$ cat config.mk
export PLATFORM = sky130hd
export DESIGN_NAME = per_source_flood_limiter_core
export DESIGN_NICKNAME = d
export VERILOG_FILES = /design/src/rtl/core/pfl_pkg.sv /design/src/rtl/core/per_source_flood_limiter_core.sv /design/src/rtl/core/pfl_cell.sv /design/src/rtl/core/pfl_ctrl.sv
export SDC_FILE = /design/constraint.sdc
export NUM_CORES = 2
export LEC_CHECK = 0
export BUFFER_PORTS_ARGS = -buffer_cell sky130_fd_sc_hd__buf_2
export CAP_MARGIN = 20
export CORE_MARGIN = 5
export CORE_UTILIZATION = 25
export DETAILED_ROUTE_END_ITERATION = 10
export PLACE_DENSITY = 0.36
export RECOVER_POWER = 100
export SLEW_MARGIN = 10
export SYNTH_ARGS = -nofsm -noshare
export SYNTH_HDL_FRONTEND = slang
export SYNTH_SLANG_ARGS = --single-unit
export TNS_END_PERCENT = 10
$ cat constraint.sdc
create_clock -name clk -period 14.7 [get_ports clk]
set_clock_uncertainty 0.05 [all_clocks]
set_input_delay 1.47 -clock clk [delete_from_list [all_inputs] [get_ports clk]]
set_output_delay 1.47 -clock clk [all_outputs]
set_load 0.01 [all_outputs]
$ cat src/rtl/core/pfl_pkg.sv
// Shared types and constants of the per-source flood limiter.
`default_nettype none

package pfl_pkg;

  // Number of session slots in the ring of cells.
  localparam int TABLE_ENTRIES = 16;
  localparam int IDX_W = (TABLE_ENTRIES > 1) ? $clog2(TABLE_ENTRIES) : 1;

  localparam int TAG_W  = 16;
  localparam int TIME_W = 32;
  localparam int CNT_W  = 8;
  localparam int CFG_W  = 16;
  localparam int CFG_IDX_W = 2;

  // Configuration register indexes.
  typedef enum logic [CFG_IDX_W-1:0] {
    CFG_WINDOW_LENGTH = 2'd0,
    CFG_RATE_LIMIT    = 2'd1,
    CFG_IDLE_TIMEOUT  = 2'd2,
    CFG_RELEASE_DELAY = 2'd3
  } cfg_idx_t;

  // Result kinds.
  typedef enum logic [2:0] {
    KIND_ACCEPTED   = 3'd0,
    KIND_IGNORED    = 3'd1,
    KIND_FLOODING   = 3'd2,
    KIND_RELEASED   = 3'd3,
    KIND_SCAN_DONE  = 3'd4,
    KIND_TABLE_FULL = 3'd5
  } kind_t;

  // Request modes.
  typedef enum logic {
    MODE_MESSAGE = 1'b0,
    MODE_SCAN    = 1'b1
  } mode_t;

  typedef enum logic [2:0] {
    ST_IDLE,
    ST_SEARCH,
    ST_UPDATE,
    ST_SCAN,
    ST_DONE
  } state_t;

  // One session.
  typedef struct packed {
    logic              valid;
    logic [TAG_W-1:0]  tag;
    logic [TIME_W-1:0] last_seen;
    logic [TIME_W-1:0] window_start;
    logic [CNT_W-1:0]  count;
    logic              flooding;
  } entry_t;

  // Ring control from the sequencer.
  typedef struct packed {
    logic             shift;
    logic             wr_en;
    logic [IDX_W-1:0] wr_idx;
  } ring_ctl_t;

  // Per-cell control.
  typedef struct packed {
    logic shift;
    logic load;
  } cell_ctl_t;

endpackage

`default_nettype wire

$ cat src/rtl/core/per_source_flood_limiter_core.sv
// Top level of the per-source flood limiter: a ring of session cells and its sequencer.
//
// Requests enter on the slave stream: s_tuser selects a message (0) or a
// cleanup scan (1); s_tdata carries the source tag and the current time.
// Results leave on the master stream: m_tuser is the verdict, m_tdata the
// source tag and m_tlast marks the final result of a request.
// Sessions sit in a ring of TABLE_ENTRIES cells that rotates once per
// request, so the sequencer sees every entry at the head of the ring in
// ascending index order and returns it, possibly changed, to the tail.
// A message is looked up against every entry as the ring rotates; then the
// session is written, unless the table is full, and its single result is
// emitted. A scan visits every entry in one rotation and then emits the
// final scan-done result. One request is handled at a time and s_tready is
// high only between requests. When the receiver stalls, the result register
// holds and the ring stops at the entry whose result is waiting. Synchronous
// reset clears every session and loads the default configuration.
// Configuration writes through cfg_we, cfg_idx and cfg_data take effect at
// the next clock edge.
`default_nettype none

module per_source_flood_limiter_core (
  input  logic                          clk,
  input  logic                          rst,
  input  logic                          s_tvalid,
  output logic                          s_tready,
  input  logic [47:0]                   s_tdata,   // source_tag[15:0], now[47:16]
  input  logic                          s_tuser,   // mode[0]
  output logic                          m_tvalid,
  input  logic                          m_tready,
  output logic [15:0]                   m_tdata,   // result_tag[15:0]
  output logic [2:0]                    m_tuser,   // kind[2:0]
  output logic                          m_tlast,
  input  logic                          cfg_we,
  input  logic [pfl_pkg::CFG_IDX_W-1:0] cfg_idx,
  input  logic [pfl_pkg::CFG_W-1:0]     cfg_data
);
  import pfl_pkg::*;

  entry_t    cells_q [TABLE_ENTRIES];
  entry_t    tail;
  entry_t    wr_ent;
  ring_ctl_t ring;

  pfl_ctrl u_ctrl (
    .clk      (clk),
    .rst      (rst),
    .s_tvalid (s_tvalid),
    .s_tready (s_tready),
    .s_tdata  (s_tdata),
    .s_tuser  (s_tuser),
    .m_tvalid (m_tvalid),
    .m_tready (m_tready),
    .m_tdata  (m_tdata),
    .m_tuser  (m_tuser),
    .m_tlast  (m_tlast),
    .cfg_we   (cfg_we),
    .cfg_idx  (cfg_idx),
    .cfg_data (cfg_data),
    .head     (cells_q[0]),
    .tail     (tail),
    .wr_ent   (wr_ent),
    .ring     (ring)
  );

  // Cell k takes its neighbor's entry on a shift; the last cell takes the
  // processed head entry, closing the ring.
  for (genvar k = 0; k < TABLE_ENTRIES; k++) begin : g_cell
    cell_ctl_t ctl;
    entry_t    nxt;

    assign ctl.shift = ring.shift;
    assign ctl.load  = ring.wr_en && (ring.wr_idx == IDX_W'(k));
    if (k == TABLE_ENTRIES - 1) begin : g_tail
      assign nxt = tail;
    end else begin : g_mid
      assign nxt = cells_q[k + 1];
    end

    pfl_cell u_cell (
      .clk      (clk),
      .rst      (rst),
      .ctl      (ctl),
      .shift_in (nxt),
      .wr_ent   (wr_ent),
      .ent      (cells_q[k])
    );
  end

endmodule

`default_nettype wire

$ cat src/rtl/core/pfl_cell.sv
// One session cell of the ring: holds an entry and passes it to its neighbor.
`default_nettype none

module pfl_cell (
  input  logic              clk,
  input  logic              rst,
  input  pfl_pkg::cell_ctl_t ctl,
  input  pfl_pkg::entry_t   shift_in,
  input  pfl_pkg::entry_t   wr_ent,
  output pfl_pkg::entry_t   ent
);
  import pfl_pkg::*;

  // Only the valid bit is cleared; the other fields are written on creation.
  always_ff @(posedge clk) begin
    if (rst) begin
      ent.valid <= 1'b0;
    end else if (ctl.load) begin
      ent <= wr_ent;
    end else if (ctl.shift) begin
      ent <= shift_in;
    end
  end

endmodule

`default_nettype wire

$ cat src/rtl/core/pfl_ctrl.sv
// Sequencer and head-of-ring processing unit of the flood limiter.
`default_nettype none

module pfl_ctrl (
  input  logic                            clk,
  input  logic                            rst,
  input  logic                            s_tvalid,
  output logic                            s_tready,
  input  logic [47:0]                     s_tdata,
  input  logic                            s_tuser,
  output logic                            m_tvalid,
  input  logic                            m_tready,
  output logic [15:0]                     m_tdata,
  output logic [2:0]                      m_tuser,
  output logic                            m_tlast,
  input  logic                            cfg_we,
  input  logic [pfl_pkg::CFG_IDX_W-1:0]   cfg_idx,
  input  logic [pfl_pkg::CFG_W-1:0]       cfg_data,
  input  pfl_pkg::entry_t                 head,
  output pfl_pkg::entry_t                 tail,
  output pfl_pkg::entry_t                 wr_ent,
  output pfl_pkg::ring_ctl_t              ring
);
  import pfl_pkg::*;

  localparam logic [IDX_W-1:0] LAST_IDX = IDX_W'(TABLE_ENTRIES - 1);

  state_t state, state_next;

  logic [15:0]       window_length;
  logic [CNT_W-1:0]  rate_limit;
  logic [15:0]       idle_timeout;
  logic [15:0]       release_delay;

  logic              mode_r;
  logic [TAG_W-1:0]  tag_r;
  logic [TIME_W-1:0] now_r;
  logic [IDX_W-1:0]  cnt;

  logic              hit_found, free_found;
  logic [IDX_W-1:0]  hit_idx, free_idx;
  entry_t            hit_ent;

  logic              can_emit;
  logic              accept;
  logic              advance;
  logic              emit;
  kind_t             emit_kind;
  logic [TAG_W-1:0]  emit_tag;
  logic              emit_last;

  // Scan decisions for the entry at the head.
  logic              scan_idle, scan_rel, scan_emit;
  entry_t            scan_ent;

  // Message update for the session found or created.
  entry_t            base, upd;
  logic [CNT_W-1:0]  cnt_inc;
  logic              in_win;
  kind_t             msg_kind;

  assign can_emit = !m_tvalid || m_tready;
  assign s_tready = (state == ST_IDLE);
  assign accept   = s_tvalid && s_tready;

  always_comb begin
    scan_idle = (now_r - head.last_seen) > {16'd0, idle_timeout};
    scan_rel  = head.flooding && ((now_r - head.window_start) > {16'd0, release_delay});
    scan_ent  = head;
    scan_emit = 1'b0;
    if (head.valid) begin
      if (scan_idle) begin
        scan_ent.valid = 1'b0;
      end else if (scan_rel) begin
        scan_ent.flooding = 1'b0;
        scan_ent.count    = '0;
        scan_emit         = 1'b1;
      end
    end
  end

  always_comb begin
    if (hit_found) begin
      base = hit_ent;
    end else begin
      base.valid        = 1'b1;
      base.tag          = tag_r;
      base.last_seen    = now_r;
      base.window_start = now_r;
      base.count        = CNT_W'(1);
      base.flooding     = 1'b0;
    end
    cnt_inc = (base.count == '1) ? base.count : base.count + CNT_W'(1);
    in_win  = (now_r - base.window_start) <= {16'd0, window_length};
    upd           = base;
    upd.last_seen = now_r;
    if (!hit_found && !free_found) begin
      msg_kind = KIND_TABLE_FULL;
    end else if (base.flooding) begin
      msg_kind = KIND_IGNORED;
    end else if (in_win) begin
      upd.count = cnt_inc;
      if (cnt_inc >= rate_limit) begin
        upd.flooding = 1'b1;
        msg_kind     = KIND_FLOODING;
      end else begin
        msg_kind     = KIND_ACCEPTED;
      end
    end else begin
      upd.window_start = now_r;
      upd.count        = CNT_W'(1);
      upd.flooding     = 1'b0;
      msg_kind         = KIND_ACCEPTED;
    end
  end

  // Next state.
  always_comb begin
    state_next = state;
    unique case (state)
      ST_IDLE: begin
        if (accept) begin
          state_next = (s_tuser == MODE_SCAN) ? ST_SCAN : ST_SEARCH;
        end
      end
      ST_SEARCH: begin
        if (cnt == LAST_IDX) state_next = ST_UPDATE;
      end
      ST_SCAN: begin
        if (advance && cnt == LAST_IDX) state_next = ST_DONE;
      end
      ST_UPDATE, ST_DONE: begin
        if (can_emit) state_next = ST_IDLE;
      end
      default: state_next = ST_IDLE;
    endcase
  end

  // Outputs of the sequencer.
  always_comb begin
    advance     = 1'b0;
    emit        = 1'b0;
    emit_kind   = KIND_ACCEPTED;
    emit_tag    = tag_r;
    emit_last   = 1'b1;
    tail        = head;
    ring.shift  = 1'b0;
    ring.wr_en  = 1'b0;
    ring.wr_idx = hit_found ? hit_idx : free_idx;
    wr_ent      = upd;
    unique case (state)
      ST_SEARCH: begin
        advance    = 1'b1;
        ring.shift = 1'b1;
      end
      ST_SCAN: begin
        advance    = !scan_emit || can_emit;
        ring.shift = advance;
        tail       = scan_ent;
        emit       = scan_emit && can_emit;
        emit_kind  = KIND_RELEASED;
        emit_tag   = head.tag;
        emit_last  = 1'b0;
      end
      ST_UPDATE: begin
        emit       = can_emit;
        emit_kind  = msg_kind;
        ring.wr_en = can_emit && (hit_found || free_found);
      end
      ST_DONE: begin
        emit      = can_emit;
        emit_kind = KIND_SCAN_DONE;
        emit_tag  = '0;
      end
      default: begin
      end
    endcase
  end

  always_ff @(posedge clk) begin
    if (rst) begin
      state         <= ST_IDLE;
      m_tvalid      <= 1'b0;
      window_length <= 16'd10;
      rate_limit    <= 8'd5;
      idle_timeout  <= 16'd600;
      release_delay <= 16'd60;
    end else begin
      state <= state_next;
      if (emit) begin
        m_tvalid <= 1'b1;
      end else if (m_tready) begin
        m_tvalid <= 1'b0;
      end
      if (cfg_we) begin
        case (cfg_idx)
          CFG_WINDOW_LENGTH: window_length <= cfg_data;
          CFG_RATE_LIMIT:    rate_limit    <= cfg_data[CNT_W-1:0];
          CFG_IDLE_TIMEOUT:  idle_timeout  <= cfg_data;
          CFG_RELEASE_DELAY: release_delay <= cfg_data;
          default: begin
          end
        endcase
      end
    end
  end

  always_ff @(posedge clk) begin
    if (emit) begin
      m_tuser <= emit_kind;
      m_tdata <= emit_tag;
      m_tlast <= emit_last;
    end
    if (accept) begin
      mode_r     <= s_tuser;
      tag_r      <= s_tdata[15:0];
      now_r      <= s_tdata[47:16];
      cnt        <= '0;
      hit_found  <= 1'b0;
      free_found <= 1'b0;
    end else if (advance) begin
      cnt <= (cnt == LAST_IDX) ? '0 : cnt + IDX_W'(1);
      if (mode_r == MODE_MESSAGE) begin
        if (head.valid && head.tag == tag_r && !hit_found) begin
          hit_found <= 1'b1;
          hit_idx   <= cnt;
          hit_ent   <= head;
        end
        if (!head.valid && !free_found) begin
          free_found <= 1'b1;
          free_idx   <= cnt;
        end
      end
    end
  end

endmodule

`default_nettype wire
## Yosys cells after proc, flatten, opt, wreduce, memory -nomap -nowiden

Index checks and enable logic that the tools add are counted.

- Bits in registers: 1673
- Latch bits: 0
- Memory bits (writable): 0
- Bits in read-only memories: 0
- Input port bits: 72
- Output and inout port bits: 22
- Word-level logic and storage cells: 307
- Memories: 0

- $add $sub $neg: 5
- Multipliers: 0
- Div/mod/pow operators: 0
- Order comparisons: 4
- Eq/ne operators: 29
- Shift-type cells: 0
- Mux-type cells: 68
- Bitwise gates (word level): 3
- Reductions and logical operators: 79

Operator list:

| kind | count |
|---|---|
| 90-bit 2-to-1 mux | 34 |
| 32-bit subtractor | 3 |
| 41-bit 2-to-1 mux | 2 |
| 32-bit by 16-bit greater-than comparator with 1-bit output | 2 |
| 2-bit AND reduction | 20 |
| 4-bit == test (second input constant) | 9 |
| 9-bit 2-to-1 mux | 4 |
| 2-bit nonzero test | 17 |
| 32-bit by 16-bit less-or-equal comparator with 1-bit output | 1 |
| 32-bit 2-to-1 mux | 1 |
| 16-bit one-hot mux with 2 select lines | 1 |
| 1-bit logical AND | 25 |
| 3-bit 2-to-1 mux | 6 |
| 16-bit == test | 1 |
| 4-bit by 3-bit == test with 1-bit output (second input constant) | 4 |
| 3-bit one-hot mux with 4 select lines | 1 |
| 4-bit AND reduction | 3 |
| 1-bit 2-to-1 mux | 10 |
| 3-bit one-hot mux with 3 select lines | 1 |
| 8-bit by 1-bit adder with 8-bit output (second input constant) | 1 |
| 4-bit by 2-bit == test with 1-bit output (second input constant) | 2 |
| 8-bit == test (second input constant) | 1 |
| 8-bit greater-or-equal comparator | 1 |
| 4-bit 2-to-1 mux | 2 |
| 20 further kinds | 36 |

## Depth between registers and ports, before layout

- Depth after elaboration: 12
- Mapped depth: 32
- Gate-level depth less buffers: 23

## Modules after synthesis

A second synthesis with hierarchy kept.

- Cell total of the unflattened synthesis: 5079
- Area, all modules: 83059.7 µm²

By module, submodules not included:

| module | times used | cells an instance | area an instance (µm²) |
|---|---|---|---|
| pfl_cell | 16 | 195 | 4134.0 |
| pfl_ctrl | 1 | 1936 | 16798.6 |
| per_source_flood_limiter_core | 1 | 23 | 117.6 |

## Worst setup path before layout

OpenSTA, ideal clock, no wires.

- Path kind: flip-flop to flip-flop
- Start: reg u_ctrl.now_r[1]
- End: reg u_ctrl.hit_ent[0] in the netlist's numbering (enable)
- Data arrival time: 10.459 ns
- Setup slack: 3.553 ns
- Cell stages (with the launch flop): 23
- Period minus slack after synthesis: 11.147 ns
- Cells stage by stage: edfxtp_1 > inv_1 > clkbuf_1 > fa_1 > nand2b_1 > a21oi_1 > nor2_1 > o21ai_0 > nand3_1 > nand2_1 > xor2_1 > ha_1 > a21o_1 > a2111oi_0 > or3_1 > a31oi_1 > a2111oi_0 > o2111ai_1 > nor4_1 > nand4_1 > and4_1 > buf_2 > nor4_1

- Word-level cells in the longest chain between the ends: 10

Ends and longest elaborated chain:

| element | line | source |
|---|---|---|
| start: declaration | pfl_ctrl.sv:37 | `logic [TIME_W-1:0] now_r;` |
| start signal: assignment | pfl_ctrl.sv:217 | `now_r <= s_tdata[47:16];` |
| 32-bit subtractor | pfl_ctrl.sv:68 | `scan_rel = head.flooding && ((now_r - head.window_start) > {16'd0, release_delay});` |
| 32-bit by 16-bit greater-than comparator with 1-bit output | pfl_ctrl.sv:68 |  |
| 1-bit logical AND | pfl_ctrl.sv:68 |  |
| 1-bit 2-to-1 mux | pfl_ctrl.sv:74 | `end else if (scan_rel) begin` |
| 1-bit 2-to-1 mux * | pfl_ctrl.sv:72 | `if (scan_idle) begin` |
| 1-bit 2-to-1 mux * | pfl_ctrl.sv:71 | `if (head.valid) begin` |
| 1-bit logical NOT * | pfl_ctrl.sv:157 | `advance = !scan_emit \|\| can_emit;` |
| 1-bit logical OR * | pfl_ctrl.sv:157 |  |
| 1-bit one-hot mux with 2 select lines * | pfl_ctrl.sv:151 | `unique case (state)` |
| 4-bit AND reduction (no source line) * | n/a |  |
| end signal: assignment | pfl_ctrl.sv:227 | `hit_ent <= head;` |
| end: declaration | pfl_ctrl.sv:42 | `entry_t hit_ent;` |

Mark *: on every way between the ends. The rest lies on a longest branch, timed or not.
A chain may end at the register's enable or synchronous reset.

## Final worst setup path

- Start: reg u_ctrl.hit_found
- End: reg g_cell[6].u_cell.ent[17] in the netlist's numbering (enable)

- Word-level cells in the longest chain between the ends: 6

Ends and longest elaborated chain:

| element | line | source |
|---|---|---|
| start: declaration | pfl_ctrl.sv:40 | `logic hit_found, free_found;` |
| start signal: assignment | pfl_ctrl.sv:219 | `hit_found <= 1'b0;` |
| start signal: assignment | pfl_ctrl.sv:225 | `hit_found <= 1'b1;` |
| branches (longest 3 deep; another with 4-bit 2-to-1 mux) | n/a |  |
| 1-bit logical AND * | per_source_flood_limiter_core.sv:72 | `assign ctl.load = ring.wr_en && (ring.wr_idx == IDX_W'(k));` |
| 2-bit nonzero test (no source line) * | n/a |  |
| 2-bit AND reduction (no source line) * | n/a |  |
| end signal: assignment | pfl_cell.sv:19 | `ent <= wr_ent;` |
| end signal: assignment | pfl_cell.sv:21 | `ent <= shift_in;` |
| end: declaration | pfl_cell.sv:10 | `output pfl_pkg::entry_t ent` |

Every way passes the cells marked *.

==> impl_metrics.py <==
metrics = {
    "timing": {
        "rsz0062_at_grt": "false",
        "relSlewSlack": -1.888,
        "finalSetupTns_ps": 0,
        "worst_slack_ps": 2809,
        "setup_viol": 0,
        "final-hold-violation-count": 0,
        "finalCritPeriodShare": 0.8089,
        "max_freq_mhz": 84.10,
        "post-route-min-period_ps": 11890,
        "finalMaxSlewViolations": 2241,
        "worst_pin_slew_ps": 4333,
    },
    "cells_and_area": {
        "final_core_util": 0.2863,
        "drive_above_1_share": 0.09274,
        "final_common_cell": "nand2_1",
        "layout_common_cells": "nand2_1, edfxtp_1, a21oi_1, o21ai_0, nor2_1",
        "fillCellCount": 31280,
        "area.growth.synth_to_final_pct": 14.15,
        "nets": 6981,
    },
    "hold_path": {
        "min_path_cells": 2,
        "hold_end": "u_ctrl.rate_limit[1]$_SDFFE_PP0P_",
        "min_from": "u_ctrl.rate_limit[1]$_SDFFE_PP0P_",
        "min_path_type": "register to register",
    },
    "worst_setup_path": {
        "slowest_stage": "a21oi_1",
        "timing.rr.end": "g_cell[6].u_cell.ent[17]$_DFFE_PP_",
        "reg2reg_from": "u_ctrl.hit_found$_SDFFE_PP0P_",
        "crit_required_ps": 15080,
        "path_cells": "clkbuf_1, clkbuf_1, inv_1, nor2_1, o21bai_1, nor2_1, clkbuf_1, nand2_1, a21oi_1, buf_16, buf_12",
        "cpMostUsedCell": "clkbuf_1",
        "end_kind": "register",
        "path_delay_family": "buffers and inverters",
        "timing_worst_setup_path_type": "register to register",
        "r2r_cells": 11,
        "critPathArrivalTime_ps": 12270,
        "ff2ff_setup_slack_ps": 2810,
        "path_buf_inv": 6,
        "worst-path-max-fanout": 69,
        "critPathLaunchType": "register",
        "slowest_delay_ps": 2210,
    },
    "routing": {
        "wl_per_cell_um": 25.87,
        "ant_nets": 0,
        "drt_iter0_drc": 3964,
        "totalWireLength_um": 281500,
        "via_per_inst": 4.805,
        "vias": 52270,
        "route.detailed.drc": 0,
        "drtPass1Iterations": 6,
    },
    "synth": {
        "syn-mean-instance-area_um2": 11.05,
        "ys_ff_latch": 1641,
        "synth_top_family_by_area": "simple AND/OR/NAND/NOR gates",
        "synth_async_sr_flop_share": 0,
        "synthSimpleGateAreaFrac": 0.1375,
        "synth_cell_types": 84,
        "synthCells": 6804,
        "synth_ff_type": "edfxtp_1",
        "synth.area.mux_share": 0.03917,
        "ys_seq_area_frac": 0.6445,
        "yosysWarnings": 0,
        "synth_edf_count": 1559,
        "synth_xor_area_frac": 0.01083,
        "syn_nets": 7030,
        "synth_fa_ha_area_frac": 0.02593,
        "synth_area_mm2": 0.07519,
        "synth_compound_area_frac": 0.1079,
    },
    "clock_network": {
        "h-tree-depth": 4,
        "clockBufferDepth": 4,
        "cts_root_buf": "clkbuf_16",
        "cts_sinks": 1641,
        "cts_tree": "yes",
        "hold_buffers": 0,
        "cts.repair.resized": 0,
        "clkLatencyLatePin_ps": 870,
        "numCtsBuffers": 198,
        "clk_pin_slew_ps": 60,
        "cts_setup_buffers": 0,
    },
    "status": {
        "outcome": "complete, but fails checks",
        "violations": "capacitance limit, slew limit",
    },
    "power_and_ir_drop": {
        "p_per_area_mw_per_mm2": 138.4,
        "power_leakage_nw": 30.82,
        "p_sw_frac": 0.2691,
        "power_switching_w": 0.003196,
        "power.total_w": 0.01188,
        "ir_drop_uv": 96.54,
        "seq_power_share": 0.474,
        "p_clk_frac": 0.405,
        "p_comb_frac": 0.121,
        "intPower_w": 0.008681,
    },
    "floorplanning": {
        "die_w_um": 558.4,
        "io_pins": 94,
        "placementRows": 201,
        "coreArea_mm2": 0.2998,
        "start_util": 0.2508,
        "die_h_um": 558.4,
        "die_area_mm2": 0.3118,
    },
    "grt": {
        "antenna_found_initial": 10,
        "grt_pass1_wl_um": 399300,
        "gr-max-usage-layer": "met2",
        "grt_use_met3": 0.02246,
        "gr-total-overflow": 0,
        "grt_use_total": 0.1760,
        "met2_usage": 0.3074,
        "grt_pass1_vias": 53680,
        "grt_max_degree": 71,
        "use_met1": 0.2315,
    },
    "place": {
        "place_ws_ps": 5335,
        "gp_congestion": 0.8250,
        "io_buffer_count": 93,
        "dp_hpwl_um": 182200,
    },
    "run": {
        "drv_cap": 67,
    },
}
Yosys cell counts (47+ instances only):
cell type	number	area, um2
nand2_1	1746	6554
edfxtp_1	1559	46810
a21oi_1	634	3173
o21ai_0	566	2833
nor2_1	549	2061
clkbuf_1	426	1599
mux2_2	160	1802
ha_1	151	1889
inv_1	149	559.3
dfxtp_1	82	1642
mux2i_1	61	610.6
nand3_1	48	240.2
a21o_1	47	352.8
xor2_1	47	411.6
worst reg2reg max path, cell delays in order (launching register included):
cell	delay, ps
dfxtp_1	1190
clkbuf_1	1800
clkbuf_1	2130
inv_1	1130
nor2_1	310
o21bai_1	160
nor2_1	110
clkbuf_1	370
nand2_1	1100
a21oi_1	2220
buf_16	220
buf_12	280
cell families (layout without fill, tap and decap cells):
group,count (synthesis),after routing
buf+inv,636,744
xor+xnor,93,93
other cells,0,8
fa+ha+maj,154,154
simple gates,2569,2569
flops,1641,1641
compound gates,1464,1464
mux,247,247
metrics by stage:
stage	cells	instance area [um2]	hold slack, ps
finish	10880	85830	406.5
global route	10880	85820	424.4
CTS	10870	86410	406.3
detailed placement	10510	80260	397.2
global placement	10510	80180	397.0
floorplan	6804	75190	376.8
worst max path at each step:
stage / start / to / cells past startpoint
3_3_place_gp: u_ctrl.now_r[1]$_DFFE_PP_ / g_cell[8].u_cell.ent[73]$_DFFE_PP_ / 24
6_report: u_ctrl.hit_found$_SDFFE_PP0P_ / g_cell[6].u_cell.ent[17]$_DFFE_PP_ / 11
2_1_floorplan: u_ctrl.now_r[1]$_DFFE_PP_ / u_ctrl.hit_ent[0]$_DFFE_PP_ / 22
3_5_place_dp: u_ctrl.now_r[1]$_DFFE_PP_ / g_cell[8].u_cell.ent[73]$_DFFE_PP_ / 24
4_1_cts: u_ctrl.now_r[1]$_DFFE_PP_ / g_cell[8].u_cell.ent[60]$_DFFE_PP_ / 24
5_1_grt: u_ctrl.hit_found$_SDFFE_PP0P_ / g_cell[13].u_cell.ent[88]$_DFFE_PP_ / 11
layout make-up:
cell class | instances | area, um2 | share of cell area
sequential | 1641 | 48460 | 0.5646
multi-input combinational | 4527 | 24320 | 0.2834
clock buffer | 268 | 5363 | 0.06248
tap | 3958 | 4952 | 0.05770
timing repair buffer | 236 | 1351 | 0.01574
clock inverter | 89 | 794.5 | 0.009257
inverter | 151 | 568.0 | 0.006618
antenna | 8 | 20.02 | 0.0002332
power by group through the flow:
| stage | Clock (W) | Combinational (W) | Sequential [W] |
|---|---|---|---|
| global route | 0.00514 | 0.00157 | 0.00565 |
| detailed placement | 0 | 0.00148 | 0.00572 |
| global placement | 0 | 0.00147 | 0.00572 |
| floorplan | 0 | 0.000862 | 0.00570 |
| CTS | 0.00494 | 0.00148 | 0.00562 |
| finish | 0.00481 | 0.00144 | 0.00563 |
state kept, by name, summed over array words and instances (netlist names), 3 cells and up:
name	cells
u_ctrl.free_idx	4
u_ctrl.cnt	4
u_ctrl.tag_r	16
u_ctrl.now_r	32
u_ctrl.window_length	16
u_ctrl.idle_timeout	16
u_ctrl.hit_ent	58
u_ctrl.rate_limit	8
g_cell.u_cell.ent	1440
u_ctrl.release_delay	16
u_ctrl.m_tuser	3
u_ctrl.m_tdata	16
u_ctrl.state	3
u_ctrl.hit_idx	4
routing by layer:
layer,routed length [um],share of wire
met1,125600,0.45
met2,138100,0.49
met3,10330,0.037
met4,7451,0.026
met5,13,0.000046
Power figures use the tool's default switching activity.
